File: src/sv/peak_mean_amplitude_meter_assert.svh
// Assertion macros shared by the peak and mean amplitude meter modules.
// Needs no other file; the modules that assert include it by name.
`ifndef PEAK_MEAN_AMPLITUDE_METER_ASSERT_SVH
`define PEAK_MEAN_AMPLITUDE_METER_ASSERT_SVH
`ifndef NO_ASSERTIONS
`define PMAM_ASSERT_IMPLY(label, clk, rst, ante, cons, msg) \
   label: assert property (@(posedge clk) disable iff (rst) (ante) |-> (cons)) \
      else $error(msg);
`define PMAM_ASSERT_NEXT(label, clk, rst, ante, cons, msg) \
   label: assert property (@(posedge clk) disable iff (rst) (ante) |=> (cons)) \
      else $error(msg);
`else
`define PMAM_ASSERT_IMPLY(label, clk, rst, ante, cons, msg)
`define PMAM_ASSERT_NEXT(label, clk, rst, ante, cons, msg)
`endif
`endif

File: src/sv/pmam_pkg.sv
// Types and constants for the peak and mean amplitude meter.
// Depends on nothing; pmam_accum and the top level import it.
`timescale 1ns / 1ps

package pmam_pkg;

   localparam int SAMPLE_W        = 16;
   localparam int MAX_SAMPLES_DEF = 65536;

   typedef struct packed {
      logic signed [SAMPLE_W-1:0] sample;
      logic                       last;
   } req_type;

   typedef struct packed {
      logic signed [SAMPLE_W-1:0] mean_value;
      logic [SAMPLE_W-1:0]        peak_dc;
      logic [SAMPLE_W-1:0]        peak_ac;
   } rsp_type;

   typedef struct packed {
      logic signed [SAMPLE_W-1:0] lo;
      logic signed [SAMPLE_W-1:0] hi;
   } extremes_type;

endpackage

File: src/sv/pmam_divider.sv
// Restoring unsigned divider that produces one quotient bit per cycle.
// Depends on peak_mean_amplitude_meter_assert.svh for its assertions.
`timescale 1ns / 1ps
`include "peak_mean_amplitude_meter_assert.svh"

module pmam_divider #(
   parameter int NUM_W = 32,
   parameter int DEN_W = 17
) (
   input  logic             clock,
   input  logic             reset,
   input  logic             start,
   input  logic [NUM_W-1:0] numer,
   input  logic [DEN_W-1:0] denom,
   output logic             done,
   output logic [NUM_W-1:0] quot
);

   localparam int CNT_W = $clog2(NUM_W + 1);

   logic             busy_ff, busy_in;
   logic             done_ff, done_in;
   logic [CNT_W-1:0] cnt_ff, cnt_in;
   logic [DEN_W-1:0] rem_ff, rem_in;
   logic [DEN_W-1:0] den_ff, den_in;
   logic [NUM_W-1:0] quo_ff, quo_in;
   logic [DEN_W:0]   trial;
   logic [DEN_W+1:0] diff;
   logic             fits;

   assign trial = {rem_ff, quo_ff[NUM_W-1]};
   assign diff  = {1'b0, trial} - {2'b00, den_ff};
   assign fits  = !diff[DEN_W+1];

   always_comb begin
      busy_in = busy_ff;
      done_in = 1'b0;
      cnt_in  = cnt_ff;
      rem_in  = rem_ff;
      den_in  = den_ff;
      quo_in  = quo_ff;
      if (start) begin
         busy_in = 1'b1;
         cnt_in  = '0;
         rem_in  = '0;
         den_in  = denom;
         quo_in  = numer;
      end else if (busy_ff) begin
         rem_in = fits ? diff[DEN_W-1:0] : trial[DEN_W-1:0];
         quo_in = {quo_ff[NUM_W-2:0], fits};
         cnt_in = cnt_ff + 1'b1;
         if (cnt_ff == CNT_W'(NUM_W - 1)) begin
            busy_in = 1'b0;
            done_in = 1'b1;
         end
      end
   end

   always_ff @(posedge clock) begin
      if (reset) begin
         busy_ff <= 1'b0;
         done_ff <= 1'b0;
         cnt_ff  <= '0;
      end else begin
         busy_ff <= busy_in;
         done_ff <= done_in;
         cnt_ff  <= cnt_in;
      end
      rem_ff <= rem_in;
      den_ff <= den_in;
      quo_ff <= quo_in;
   end

   assign done = done_ff;
   assign quot = quo_ff;

   `PMAM_ASSERT_NEXT(a_start_busy, clock, reset, start, busy_ff, "divider did not start")
   `PMAM_ASSERT_IMPLY(a_done_idle, clock, reset, done_ff, !busy_ff, "divider done while busy")

endmodule

File: src/sv/pmam_accum.sv
// Running minimum, maximum, sum and sample count of the current capture.
// Depends on pmam_pkg and peak_mean_amplitude_meter_assert.svh.
`timescale 1ns / 1ps
`include "peak_mean_amplitude_meter_assert.svh"

module pmam_accum import pmam_pkg::*; #(
   parameter int MAX_SAMPLES = MAX_SAMPLES_DEF,
   parameter int SUM_W       = 32,
   parameter int TALLY_W     = 17
) (
   input  logic                       clock,
   input  logic                       reset,
   input  logic                       take,
   input  logic signed [SAMPLE_W-1:0] sample,
   input  logic                       clear,
   output extremes_type               extremes,
   output logic signed [SUM_W-1:0]    sum,
   output logic [TALLY_W-1:0]         tally
);

   extremes_type             ext_ff, ext_in;
   logic signed [SUM_W-1:0]  sum_ff, sum_in;
   logic [TALLY_W-1:0]       tally_ff, tally_in;
   logic                     full;

   assign full = tally_ff >= TALLY_W'(MAX_SAMPLES);

   always_comb begin
      ext_in   = ext_ff;
      sum_in   = sum_ff;
      tally_in = tally_ff;
      if (clear) begin
         ext_in   = '0;
         sum_in   = '0;
         tally_in = '0;
      end else if (take && !full) begin
         if (tally_ff == '0) begin
            ext_in.lo = sample;
            ext_in.hi = sample;
         end else begin
            if (sample < ext_ff.lo) begin
               ext_in.lo = sample;
            end
            if (sample > ext_ff.hi) begin
               ext_in.hi = sample;
            end
         end
         sum_in   = sum_ff + SUM_W'(sample);
         tally_in = tally_ff + 1'b1;
      end
   end

   always_ff @(posedge clock) begin
      if (reset) begin
         ext_ff   <= '0;
         sum_ff   <= '0;
         tally_ff <= '0;
      end else begin
         ext_ff   <= ext_in;
         sum_ff   <= sum_in;
         tally_ff <= tally_in;
      end
   end

   assign extremes = ext_ff;
   assign sum      = sum_ff;
   assign tally    = tally_ff;

   `PMAM_ASSERT_IMPLY(a_tally_cap, clock, reset, 1'b1, tally_ff <= TALLY_W'(MAX_SAMPLES), "count beyond limit")
   `PMAM_ASSERT_IMPLY(a_order, clock, reset, tally_ff != '0, ext_ff.lo <= ext_ff.hi, "minimum above maximum")
   `PMAM_ASSERT_NEXT(a_clear, clock, reset, clear, tally_ff == '0 && sum_ff == '0, "clear failed")

endmodule

File: src/sv/peak_mean_amplitude_meter.sv
// Channel   Direction  Word      Handshake
// req       in         req_type  req_valid / req_stall
// rsp       out        rsp_type  rsp_valid / rsp_stall
//
// Words without the last flag flow at one per cycle while no last word is in progress.
// After a last word the block steps through ST_START, ST_DIVIDE and ST_FINISH: the mean
// comes from the bit-serial divider, one quotient bit per cycle; ST_FINISH forms the peaks.
// A waiting result holds the block in ST_FINISH until the previous one is taken.
// Reset is synchronous and clears the running figures; no memory needs a clearing pass.
// Top level; depends on pmam_pkg, pmam_accum, pmam_divider and the assertion header.
`timescale 1ns / 1ps
`include "peak_mean_amplitude_meter_assert.svh"

module peak_mean_amplitude_meter import pmam_pkg::*; #(
   parameter int MAX_SAMPLES = MAX_SAMPLES_DEF
) (
   input  logic    clock,
   input  logic    reset,
   input  logic    req_valid,
   output logic    req_stall,
   input  req_type req_word,
   output logic    rsp_valid,
   input  logic    rsp_stall,
   output rsp_type rsp_word
);

   localparam int TALLY_W = $clog2(MAX_SAMPLES + 1);
   localparam int SUM_W   = SAMPLE_W + $clog2(MAX_SAMPLES);
   localparam int EXT_W   = SAMPLE_W + 2;

   typedef enum logic [1:0] {
      ST_RUN,
      ST_START,
      ST_DIVIDE,
      ST_FINISH
   } state_type;

   state_type               state_ff;
   logic                    rsp_valid_ff;
   rsp_type                 rsp_ff;
   logic                    neg_ff;

   logic                    req_accept;
   logic                    rsp_free;
   extremes_type            extremes;
   logic signed [SUM_W-1:0] sum;
   logic [TALLY_W-1:0]      tally;
   logic [SUM_W-1:0]        sum_mag;
   logic                    div_start;
   logic                    div_done;
   logic [SUM_W-1:0]        quot;
   logic [SAMPLE_W-1:0]     mean;
   logic signed [EXT_W-1:0] lo_x, hi_x, mean_x, abs_lo, d_hi, d_lo, abs_dlo, dc_x, ac_x;

   assign req_stall  = state_ff != ST_RUN;
   assign req_accept = req_valid && !req_stall;
   assign rsp_free   = !rsp_valid_ff || !rsp_stall;
   assign div_start  = state_ff == ST_START;
   assign sum_mag    = sum[SUM_W-1] ? (~sum + 1'b1) : sum;

   pmam_accum #(
      .MAX_SAMPLES(MAX_SAMPLES),
      .SUM_W      (SUM_W),
      .TALLY_W    (TALLY_W)
   ) u_accum (
      .clock   (clock),
      .reset   (reset),
      .take    (req_accept),
      .sample  (req_word.sample),
      .clear   (state_ff == ST_FINISH && rsp_free),
      .extremes(extremes),
      .sum     (sum),
      .tally   (tally)
   );

   pmam_divider #(
      .NUM_W(SUM_W),
      .DEN_W(TALLY_W)
   ) u_divider (
      .clock(clock),
      .reset(reset),
      .start(div_start),
      .numer(sum_mag),
      .denom(tally),
      .done (div_done),
      .quot (quot)
   );

   always_comb begin
      mean    = neg_ff ? (~quot[SAMPLE_W-1:0] + 1'b1) : quot[SAMPLE_W-1:0];
      lo_x    = EXT_W'(extremes.lo);
      hi_x    = EXT_W'(extremes.hi);
      mean_x  = EXT_W'($signed(mean));
      abs_lo  = (lo_x < 0) ? -lo_x : lo_x;
      dc_x    = (hi_x > abs_lo) ? hi_x : abs_lo;
      d_hi    = hi_x - mean_x;
      d_lo    = lo_x - mean_x;
      abs_dlo = (d_lo < 0) ? -d_lo : d_lo;
      ac_x    = (d_hi > abs_dlo) ? d_hi : abs_dlo;
   end

   always_ff @(posedge clock) begin
      if (reset) begin
         state_ff     <= ST_RUN;
         rsp_valid_ff <= 1'b0;
      end else begin
         if (rsp_valid_ff && !rsp_stall && state_ff != ST_FINISH) begin
            rsp_valid_ff <= 1'b0;
         end
         unique case (state_ff)
            ST_RUN: begin
               if (req_accept && req_word.last) begin
                  state_ff <= ST_START;
               end
            end
            ST_START: begin
               neg_ff   <= sum[SUM_W-1];
               state_ff <= ST_DIVIDE;
            end
            ST_DIVIDE: begin
               if (div_done) begin
                  state_ff <= ST_FINISH;
               end
            end
            ST_FINISH: begin
               if (rsp_free) begin
                  rsp_ff.mean_value <= $signed(mean);
                  rsp_ff.peak_dc    <= dc_x[SAMPLE_W-1:0];
                  rsp_ff.peak_ac    <= ac_x[SAMPLE_W-1:0];
                  rsp_valid_ff      <= 1'b1;
                  state_ff          <= ST_RUN;
               end
            end
            default: begin
               state_ff <= ST_RUN;
            end
         endcase
      end
   end

   assign rsp_valid = rsp_valid_ff;
   assign rsp_word  = rsp_ff;

   `PMAM_ASSERT_NEXT(a_last_starts, clock, reset, req_accept && req_word.last, state_ff == ST_START, "last word did not start division")
   `PMAM_ASSERT_IMPLY(a_done_in_divide, clock, reset, div_done, state_ff == ST_DIVIDE, "division finished out of turn")
   `PMAM_ASSERT_NEXT(a_finish_loads, clock, reset, state_ff == ST_FINISH && rsp_free, rsp_valid && state_ff == ST_RUN, "result not presented")

endmodule
File: config.mk
export PLATFORM = sky130hd
export DESIGN_NAME = peak_mean_amplitude_meter
export DESIGN_NICKNAME = d
export VERILOG_FILES = /design/src/sv/pmam_pkg.sv /design/src/sv/pmam_divider.sv /design/src/sv/pmam_accum.sv /design/src/sv/peak_mean_amplitude_meter.sv
export VERILOG_INCLUDE_DIRS = /design/src /design/src/sv
export SDC_FILE = /design/constraint.sdc
export NUM_CORES = 1
export LEC_CHECK = 0
export ABC_AREA = 1
export ABC_CLOCK_PERIOD_IN_PS = 6790
export BUFFER_PORTS_ARGS = -buffer_cell sky130_fd_sc_hd__buf_2
export CAP_MARGIN = 0
export CORE_ASPECT_RATIO = 1.2
export CORE_MARGIN = 2
export CORE_UTILIZATION = 62
export CTS_BUF_LIST = sky130_fd_sc_hd__clkbuf_2
export CTS_CLUSTER_SIZE = 28
export DETAILED_ROUTE_END_ITERATION = 8
export GPL_TIMING_DRIVEN = 0
export HOLD_SLACK_MARGIN = 0.15
export MAX_ROUTING_LAYER = met4
export PLACE_DENSITY = 0.8
export SLEW_MARGIN = 20
export SYNTH_ARGS = -nofsm -noshare
export SYNTH_HDL_FRONTEND = slang
export SYNTH_SLANG_ARGS = --single-unit
export TNS_END_PERCENT = 10
File: constraint.sdc
create_clock -name clock -period 6.79 [get_ports clock]
set_clock_uncertainty 0.15 [all_clocks]
set_input_delay 0.3395 -clock clock [delete_from_list [all_inputs] [get_ports clock]]
set_output_delay 0.3395 -clock clock [all_outputs]
set_load 0.005 [all_outputs]
==> flow_summary_export.csv, run 1 <==
group,metric,value,unit
sta,min_period,6.08,ns
synthesis,yosysUniqueCellTypes,53,
clock_tree,cts_tree,"yes",
flow_run,max_cap_viol_count,0,
synthesis,synth_largest_area_cell,"edfxtp_1",
synthesis,yosys-top-cells-count,"nand2_1, inv_1, o21ai_0",
sta,clock.fmax,0.164,GHz
critical_path,critPathArrivalTime,6.55,ns
synthesis,synth_seq_area_share,33.6,%
routing,vias,14805,
global_routing,grt_max_degree,34,
sta,relSlewSlack,43.9,%
floorplan,row_count,62,
routing,drt.antenna.violating_nets,0,
min_path,min_path_cells,4,
critical_path,crit_type,"register to register",
clock_tree,clk_path_buf_depth,3,
clock_tree,numCtsBuffers,50,
routing,post_drt_wl_per_cell,16.3,um
critical_path,end_kind,"register",
global_routing,grt_usage,33.4,%
floorplan,ios,71,
routing,drc,0,
floorplan,die_h,176,um
min_path,hold_end,"u_accum.extremes[5]",
sta,hold_viol_final,0,
synthesis,syn-instance-count,2090,
outcome,outcome,"complete, no violations",
critical_path,cp_max_fo,10,
critical_path,worstReg2RegStart,"neg_ff",
clock_tree,cts-root-buf,"clkbuf_2",
floorplan,start_util,63.4,%
synthesis,ys_top_cells_by_area,"edfxtp_1, dfxtp_1, ha_1",
global_routing,grt_pass1_vias,14290,
floorplan,die_w,147,um
clock_tree,clk_pin_slew_worst_paths,0.12,ns
cells_and_area,drive_above_1_share,9.63,%
sta,fin_tns_setup,0,ns
placed_design,hpwl,33.0,mm
clock_tree,post-cts-setup-buffer-count,0,
global_routing,grt_pass1_wl,67.5,mm
critical_path,critical_path.most_common_cell,"nand2_1",
min_path,min_from,"req_word[6]",
critical_path,worstPathRequired,7.26,ns
clock_tree,cts_max_level,2,
global_routing,grt_overflow,0,
placed_design,place.port_buffers,69,
clock_tree,cts.sinks,207,
critical_path,r2r-end,"rsp_word[12]",
sta,rsz0062_at_grt,"no",
synthesis,mappedNetlistArea,0.0152,mm^2
sta,worst_pin_slew,0.842,ns
synthesis,syn_avg_cell_area,7.30,um^2
cells_and_area,final_nets,2398,
routing,first_pass_iters,5,
sta,slew_viol_final,0,
routing,viasPerCell,5.70,
floorplan,coreArea,0.0240,mm^2
critical_path,reg2reg_slack,0.71,ns
critical_path,slowest_stage,"o21ai_1",
routing,drt-total-wl,42.4,mm
critical_path,reg2reg_depth,30,
critical_path,timing.critical_path.from_type,"register",
sta,setup_viol,0,
cells_and_area,syn_to_final_growth,9.70,%
synthesis,synth.top_cell.area_share,19.3,%
synthesis,ys_ff_latch,207,
global_routing,antenna_found_initial,3,
placed_design,gp_congestion,0.964,
critical_path,slowest_delay,0.50,ns
min_path,hp-class,"input port to register",
synthesis,synthArstFlopShare,0,%
sta,fin_crit_sh,89.5,%
routing,drt-initial-drc-count,918,
synthesis,ys_warn_count,0,
clock_tree,clock_latency,0.89,ns
floorplan,dieArea,0.0259,mm^2
synthesis,synthFlopType,"dfxtp_1",
synthesis,synth_edf_count,98,
synthesis,yosysMostFrequentCell,"nand2_1",
[per-layer routing]
| layer | part of all wire [%] | up-vias | GRT usage, % |
|---|---|---|---|
| met4 | 5.8 | 0 | 19.4 |
| met3 | 5.2 | 166 | 3.97 |
| li1 | - | 7299 | - |
| met2 | 51 | 531 | 60.6 |
| met1 | 38 | 6809 | 34.8 |
| met5 | 0 | - | - |
[layout by cell type (no fill, tap or decap), types with 3 or more instances in the layout]
cell	netlist	final
a211oi_1	4	4
a21o_1	4	4
a21oi_1	162	162
a31oi_1	9	9
and2_1	3	3
buf_2	3	72
buf_4	3	3
clkbuf_1	43	42
clkbuf_2	0	76
clkinv_1	3	12
conb_1	1	3
dfxtp_1	109	109
dlygate4sd3_1	0	24
edfxtp_1	98	98
fa_1	4	4
ha_1	136	136
inv_1	301	300
inv_2	9	10
nand2_1	429	429
nand2_2	24	24
nand3_1	102	102
nand3_2	4	4
nand4_1	35	35
nor2_1	160	159
nor2_2	11	11
nor3_1	43	43
nor3b_1	5	5
nor4_1	11	11
o211ai_1	16	16
o21a_1	9	9
o21ai_0	196	195
o21bai_1	7	7
o221ai_1	5	5
o31ai_1	4	4
or2_2	3	3
xnor2_1	18	18
xor2_1	90	90
[metrics by stage]
stage / instance area [um^2] / setup slack (ns) / util (%) / hold slack [ns] / std cells
after floorplan: 15300 / 1.67 / - / 0.258 / 2092
after global placement: 16000 / 0.474 / 66.5 / 0.267 / 2481
after detailed placement: 16000 / 0.345 / 66.7 / 0.265 / 2482
after CTS: 16700 / 0.312 / 69.6 / 0.200 / 2596
after global routing: 16700 / 0.154 / 69.6 / 0.256 / 2597
final: 16700 / 0.711 / 69.6 / 0.256 / 2597
[what timing repair did]
action / CTS / global route
setup endpoints to repair: 0 / 16
endpoints found under the hold margin: 110 / 0
resized for setup: 0 / 1
hold buffers: 24 / 0
[how the worst max path moves through the flow]
stage / start / end / slack (ns) / cells after the start
2_1_floorplan: neg_ff / rsp_word[14] / 1.67 / 38
3_3_place_gp: neg_ff / rsp_word[10] / 0.47 / 36
3_5_place_dp: neg_ff / rsp_word[10] / 0.34 / 36
4_1_cts: neg_ff / rsp_word[10] / 0.31 / 36
5_1_grt: u_divider.quot[0] / rsp_word[10] / 0.15 / 38
6_report: neg_ff / rsp_word[12] / 0.71 / 30
[kinds of logic (layout without fill, tap and decap cells)]
group | Yosys count | after routing | synth area share, %
buf+inv | 365 | 548 | 9.13
other cells | 1 | 5 | 0.0246
compound gates | 432 | 432 | 15.5
simple gates | 836 | 836 | 23.8
flops | 207 | 207 | 33.6
fa+ha+maj | 140 | 140 | 11.7
xor+xnor | 109 | 109 | 6.31
[flip-flops by register name (all words and copies together), names as in the netlist]
name	flops
neg_ff	1
rsp_valid	1
rsp_word	48
state_ff	2
u_accum.extremes	32
u_accum.sum	32
u_accum.tally	17
u_divider.busy_ff	1
u_divider.cnt_ff	6
u_divider.den_ff	17
u_divider.done	1
u_divider.quot	32
u_divider.rem_ff	17
[critical path: cells and delay by family (launching register included)]
family | cells | cell delay, ns
buffers and inverters | 5 | 0.88
DFF | 1 | 0.40
adders and majority gates | 2 | 0.64
and+or+nand+nor | 14 | 1.48
AOI/OAI and AO/OA | 8 | 1.88
xor gates and xnor gates | 1 | 0.39
[cell type report]
cell class / count / area [um^2]
Multi-Input combinational cell: 1520 / 8750
Timing Repair Buffer: 94 / 606
Fill cell: 2124 / 7320
Antenna cell: 2 / 5.00
Tap cell: 320 / 400
Clock buffer: 76 / 380
Buffer: 51 / 214
Sequential cell: 207 / 5120
Clock inverter: 14 / 68.8
Inverter: 313 / 1170
Power of run 1 is not shown: default switching activity piles up to over one toggle a cycle in this logic, so the estimate is an artifact.
==> run 2: changes to the inputs <==
CORE_UTILIZATION = 60   (was 62)
PLACE_DENSITY = 0.78   (was 0.8)
==> run 2 against run 1 <==
- final cell count is 0.42% higher
- largest cell class unchanged
- global-route usage is 0.14 points lower
- critical path type unchanged
- worst setup slack improved by 0.12 ns
- utilization decreased by 2.0 points
- critical path depth up 8
- non-clock buffer count stayed put
- final area grew 0.28%
- die area grew 3.2%
- first-iteration DRC count is 9.3% higher
- critical endpoint is now rsp_word[14]
- sequential share of layout area down 0.087 points
==> flow_summary_export.csv, run 2 (synthesis gave the netlist of run 1 again) <==
group,metric,value,unit
routing,drc,0,
routing,viasPerCell,5.68,
critical_path,cp_max_fo,14,
clock_tree,numCtsBuffers,53,
cells_and_area,syn_to_final_growth,10.0,%
cells_and_area,largest_reg_flops,48,
critical_path,r2r-end,"rsp_word[14]",
sta,rsz0062_at_grt,"no",
global_routing,grt_usage,33.3,%
sta,fin_tns_setup,0,ns
global_routing,antenna_found_initial,1,
critical_path,reg2reg_depth,38,
placed_design,hpwl,33.6,mm
cells_and_area,drive_above_1_share,9.68,%
floorplan,dieArea,0.0267,mm^2
critical_path,crit_type,"register to register",
global_routing,grt_pass1_wl,68.3,mm
critical_path,timing.critical_path.from_type,"register",
sta,worst_pin_slew,0.832,ns
critical_path,critPathArrivalTime,6.42,ns
global_routing,grt_max_degree,34,
sta,fin_crit_sh,87.8,%
floorplan,die_h,179,um
placed_design,place.port_buffers,69,
placed_design,gp_congestion,0.987,
min_path,hp-class,"input port to register",
global_routing,grt_overflow,0,
sta,clock.fmax,0.168,GHz
sta,hold_viol_final,0,
floorplan,die_w,150,um
clock_tree,cts_tree,"yes",
min_path,min_from,"req_word[11]",
routing,drt-initial-drc-count,1003,
global_routing,grt_pass1_vias,14294,
routing,drt-total-wl,43.1,mm
cells_and_area,layout_common_cells,"nand2_1, inv_1, o21ai_0",
routing,first_pass_iters,6,
routing,vias,14825,
critical_path,worstReg2RegStart,"u_divider.quot[0]",
critical_path,critical_path.most_common_cell,"nand2_1",
routing,post_drt_wl_per_cell,16.5,um
critical_path,reg2reg_slack,0.83,ns
clock_tree,clock_latency,0.88,ns
sta,min_period,5.96,ns
cells_and_area,final_common_cell,"nand2_1",
min_path,hold_end,"u_accum.extremes[26]",
clock_tree,post-cts-setup-buffer-count,0,
sta,slew_viol_final,0,
critical_path,slowest_delay,0.50,ns
outcome,outcome,"complete, no violations",
cells_and_area,final_nets,2401,
critical_path,slowest_stage,"edfxtp_1",
cells_and_area,postLayoutCoreUtil,67.6,%
floorplan,coreArea,0.0248,mm^2
flow_run,max_cap_viol_count,0,
floorplan,start_util,61.4,%
clock_tree,clk_pin_slew_worst_paths,0.11,ns
floorplan,row_count,63,
sta,relSlewSlack,44.5,%
routing,drt.antenna.violating_nets,0,
clock_tree,cts.sinks,207,
critical_path,worstPathRequired,7.26,ns
sta,setup_viol,0,
cells_and_area,n_fill_cell,2214,
floorplan,ios,71,
clock_tree,cts_max_level,2,
cells_and_area,design_area,0.0168,mm^2
placed_design,placed_area,0.0160,mm^2
clock_tree,clk_path_buf_depth,3,
clock_tree,cts-root-buf,"clkbuf_2",
critical_path,end_kind,"register",
min_path,min_path_cells,4,
## run 2: how the worst max path moves through the flow
stage                                  from      endpoint  slack, ns
after floorplan                      neg_ff  rsp_word[14]       1.67
after global placement               neg_ff  rsp_word[10]       0.46
after detailed placement             neg_ff  rsp_word[10]       0.46
after CTS                            neg_ff  rsp_word[10]       0.41
after global routing                 neg_ff  rsp_word[10]       0.24
final                     u_divider.quot[0]  rsp_word[14]       0.83
## run 2: per-stage QoR
| step | std cells | hold WS [ns] | setup WS [ns] |
|---|---|---|---|
| after floorplan | 2092 | 0.258 | 1.67 |
| after global placement | 2486 | 0.264 | 0.463 |
| after detailed placement | 2488 | 0.266 | 0.456 |
| after CTS | 2608 | 0.196 | 0.414 |
| after global routing | 2608 | 0.263 | 0.238 |
| final | 2608 | 0.252 | 0.831 |
## run 2: layout make-up
type / instances / area, um^2 / area share, %
Clock inverter: 22 / 123 / 0.731
Timing Repair Buffer: 94 / 601 / 3.58
Tap cell: 325 / 407 / 2.42
Multi-Input combinational cell: 1520 / 8750 / 52.2
Antenna cell: 1 / 2.50 / 0.0149
Sequential cell: 207 / 5120 / 30.6
Clock buffer: 75 / 375 / 2.24
Buffer: 51 / 214 / 1.28
Inverter: 313 / 1170 / 7.00
## run 2: worst max-delay path: cells and delay by family, from the launching register on
family	cells	cell delay [ns]
adders and majority gates	3	0.90
xor gates and xnor gates	1	0.21
AOI/OAI and AO/OA	5	0.96
and+or+nand+nor	23	2.25
DFF	1	0.50
buffers and inverters	6	0.69
## run 2: layer usage
metal  wire length, um  up-vias  track usage, %  share of wire [%]
li1                  -     7294               -                  -
met1             16200     6826            34.7                 38
met2             22000      534            60.2                 51
met3              2300      171            3.73                5.3
met4              2670        0            19.6                6.2
met5                 0        -               -                  0
## run 2: repair_timing
action	in CTS	in global routing
endpoints found under the setup margin	0	16
endpoints found under the hold margin	109	0
hold buffers	23	0
gates resized for setup	0	1
Power of run 2 is left out for the same reason.
==> run 3: changes to the inputs <==
BUFFER_PORTS_ARGS = -buffer_cell sky130_fd_sc_hd__buf_4   (was -buffer_cell sky130_fd_sc_hd__buf_2)
==> run 3 against run 2 <==
- non-clock buffer count stayed put
- routed wire length is 0.50% higher
- utilization is 0.59 points higher
- global-route usage is 0.099 points higher
- flip-flop and latch count stayed put
- final cell count is 0.15% lower
- sequential share of layout area is 0.26 points lower
- fmax is 3.8% lower
- critical path depth is 1 lower
- largest cell class unchanged
==> flow_summary_export.csv, run 3 (synthesis gave the netlist of run 1 again) <==
group,metric,value,unit
critical_path,critical_path.most_common_cell,"nand2_1",
routing,wl_met3,2.27,mm
sta,fin_tns_setup,0,ns
critical_path,timing.critical_path.from_type,"register",
clock_tree,cts-root-buf,"clkbuf_2",
cells_and_area,largest_reg_flops,48,
clock_tree,cts_max_level,2,
global_routing,grt_max_degree,34,
critical_path,cp_max_fo,10,
sta,slew_viol_final,0,
floorplan,row_count,63,
clock_tree,cts_tree,"yes",
global_routing,antenna_found_initial,1,
floorplan,die_h,179,um
outcome,outcome,"complete, no violations",
cells_and_area,drive_above_1_share,9.44,%
routing,met2_length,22.1,mm
floorplan,die_w,150,um
min_path,hp-class,"input port to register",
critical_path,slowest_delay,0.50,ns
routing,vias,14739,
clock_tree,clk_path_buf_depth,3,
placed_design,gp_congestion,0.974,
global_routing,grt_pass1_vias,14118,
routing,drt-total-wl,43.4,mm
critical_path,worstPathRequired,7.25,ns
placed_design,place.port_buffers,69,
routing,drt-initial-drc-count,938,
cells_and_area,final_nets,2399,
critical_path,slowest_stage,"edfxtp_1",
sta,clock.fmax,0.161,GHz
sta,setup_viol,0,
routing,post_drt_wl_per_cell,16.7,um
sta,worst_pin_slew,0.863,ns
critical_path,r2r-end,"rsp_word[10]",
critical_path,reg2reg_slack,0.60,ns
critical_path,path_delay_family,"simple AND/OR/NAND/NOR gates",
cells_and_area,n_fill_cell,2196,
routing,highest_layer,"met4",
flow_run,max_cap_viol_count,0,
sta,relSlewSlack,41.9,%
clock_tree,numCtsBuffers,51,
routing,drt.antenna.violating_nets,0,
routing,wl_met1,16.5,mm
placed_design,hpwl,34.0,mm
critical_path,end_kind,"register",
critical_path,worstReg2RegStart,"u_divider.quot[0]",
floorplan,ios,71,
clock_tree,clock_latency,0.88,ns
floorplan,dieArea,0.0267,mm^2
cells_and_area,layout_common_cells,"nand2_1, inv_1, o21ai_0",
critical_path,crit_start,"u_divider.quot[0]",
critical_path,reg2reg_depth,37,
floorplan,start_util,61.4,%
critical_path,path_buf_inv,5,
sta,fin_crit_sh,91.2,%
routing,viasPerCell,5.66,
critical_path,timing.critical_path.to,"rsp_word[10]",
routing,first_pass_iters,6,
floorplan,coreArea,0.0248,mm^2
global_routing,grt_pass1_wl,68.3,mm
cells_and_area,final_common_cell,"nand2_1",
clock_tree,post-cts-setup-buffer-count,0,
clock_tree,cts.sinks,207,
routing,drc,0,
clock_tree,clk_pin_slew_worst_paths,0.12,ns
sta,rsz0062_at_grt,"no",
global_routing,grt_overflow,0,
sta,hold_viol_final,0,
critical_path,crit_type,"register to register",
cells_and_area,syn_to_final_growth,11.0,%
critical_path,path_depth,37,
sta,min_period,6.19,ns
critical_path,critPathArrivalTime,6.65,ns
global_routing,grt_usage,33.4,%
-- run 3: changes by cell type in the layout (fill, tap and decap cells not counted), sizes merged --
cell	delta
clkbuf	-3
buf	-1
clkinvlp	-1
inv	+1
-- run 3: worst min-delay path by stage --
| stage | cells past startpoint | end | from |
|---|---|---|---|
| 3_5_place_dp | 0 | u_divider.den_ff[16] | u_accum.tally[16] |
| 5_1_grt | 4 | u_accum.extremes[20] | req_word[5] |
| 4_1_cts | 4 | u_accum.extremes[4] | req_word[5] |
| 6_report | 4 | u_accum.extremes[4] | req_word[5] |
| 2_1_floorplan | 0 | u_divider.den_ff[16] | u_accum.tally[16] |
| 3_3_place_gp | 0 | u_divider.den_ff[16] | u_accum.tally[16] |
-- run 3: layer usage --
metal	track usage [%]	up-vias
met3	4.25	146
met5	-	-
met1	35.2	6832
met2	59.9	480
li1	-	7281
met4	19.1	0
-- run 3: what timing repair did --
action                                 4_1_cts  5_1_grt
gates resized for setup                      0        1
endpoints found under the hold margin      118        0
setup endpoints to repair                    0       10
hold buffers                                23        0
-- run 3: through the flow --
stage	hold slack (ns)	cell area [um^2]	setup slack (ns)	util (%)	instances
5_1_grt	0.214	16900	0.0647	68.1	2604
6_report	0.212	16900	0.595	68.1	2604
2_1_floorplan	0.258	15300	1.67	-	2092
3_5_place_dp	0.275	16200	0.367	65.3	2487
3_3_place_gp	0.270	16200	0.439	65.2	2486
4_1_cts	0.152	16900	0.321	68.1	2603
-- run 3: cell type report --
type | count | area [um^2] | area share (%)
Antenna cell | 1 | 2.50 | 0.0148
Buffer | 52 | 218 | 1.29
Clock buffer | 71 | 355 | 2.10
Clock inverter | 22 | 118 | 0.695
Inverter | 313 | 1170 | 6.94
Multi-Input combinational cell | 1520 | 8750 | 51.7
Sequential cell | 207 | 5120 | 30.3
Tap cell | 325 | 407 | 2.40
Timing Repair Buffer | 93 | 768 | 4.54
-- run 3: tightest hold or removal path, stage by stage --
cell	delay, ns
dlygate4sd3_1	0.52
buf_4	0.15
o21ai_0	0.09
a21oi_1	0.11
Power of run 3 is left out for the same reason.
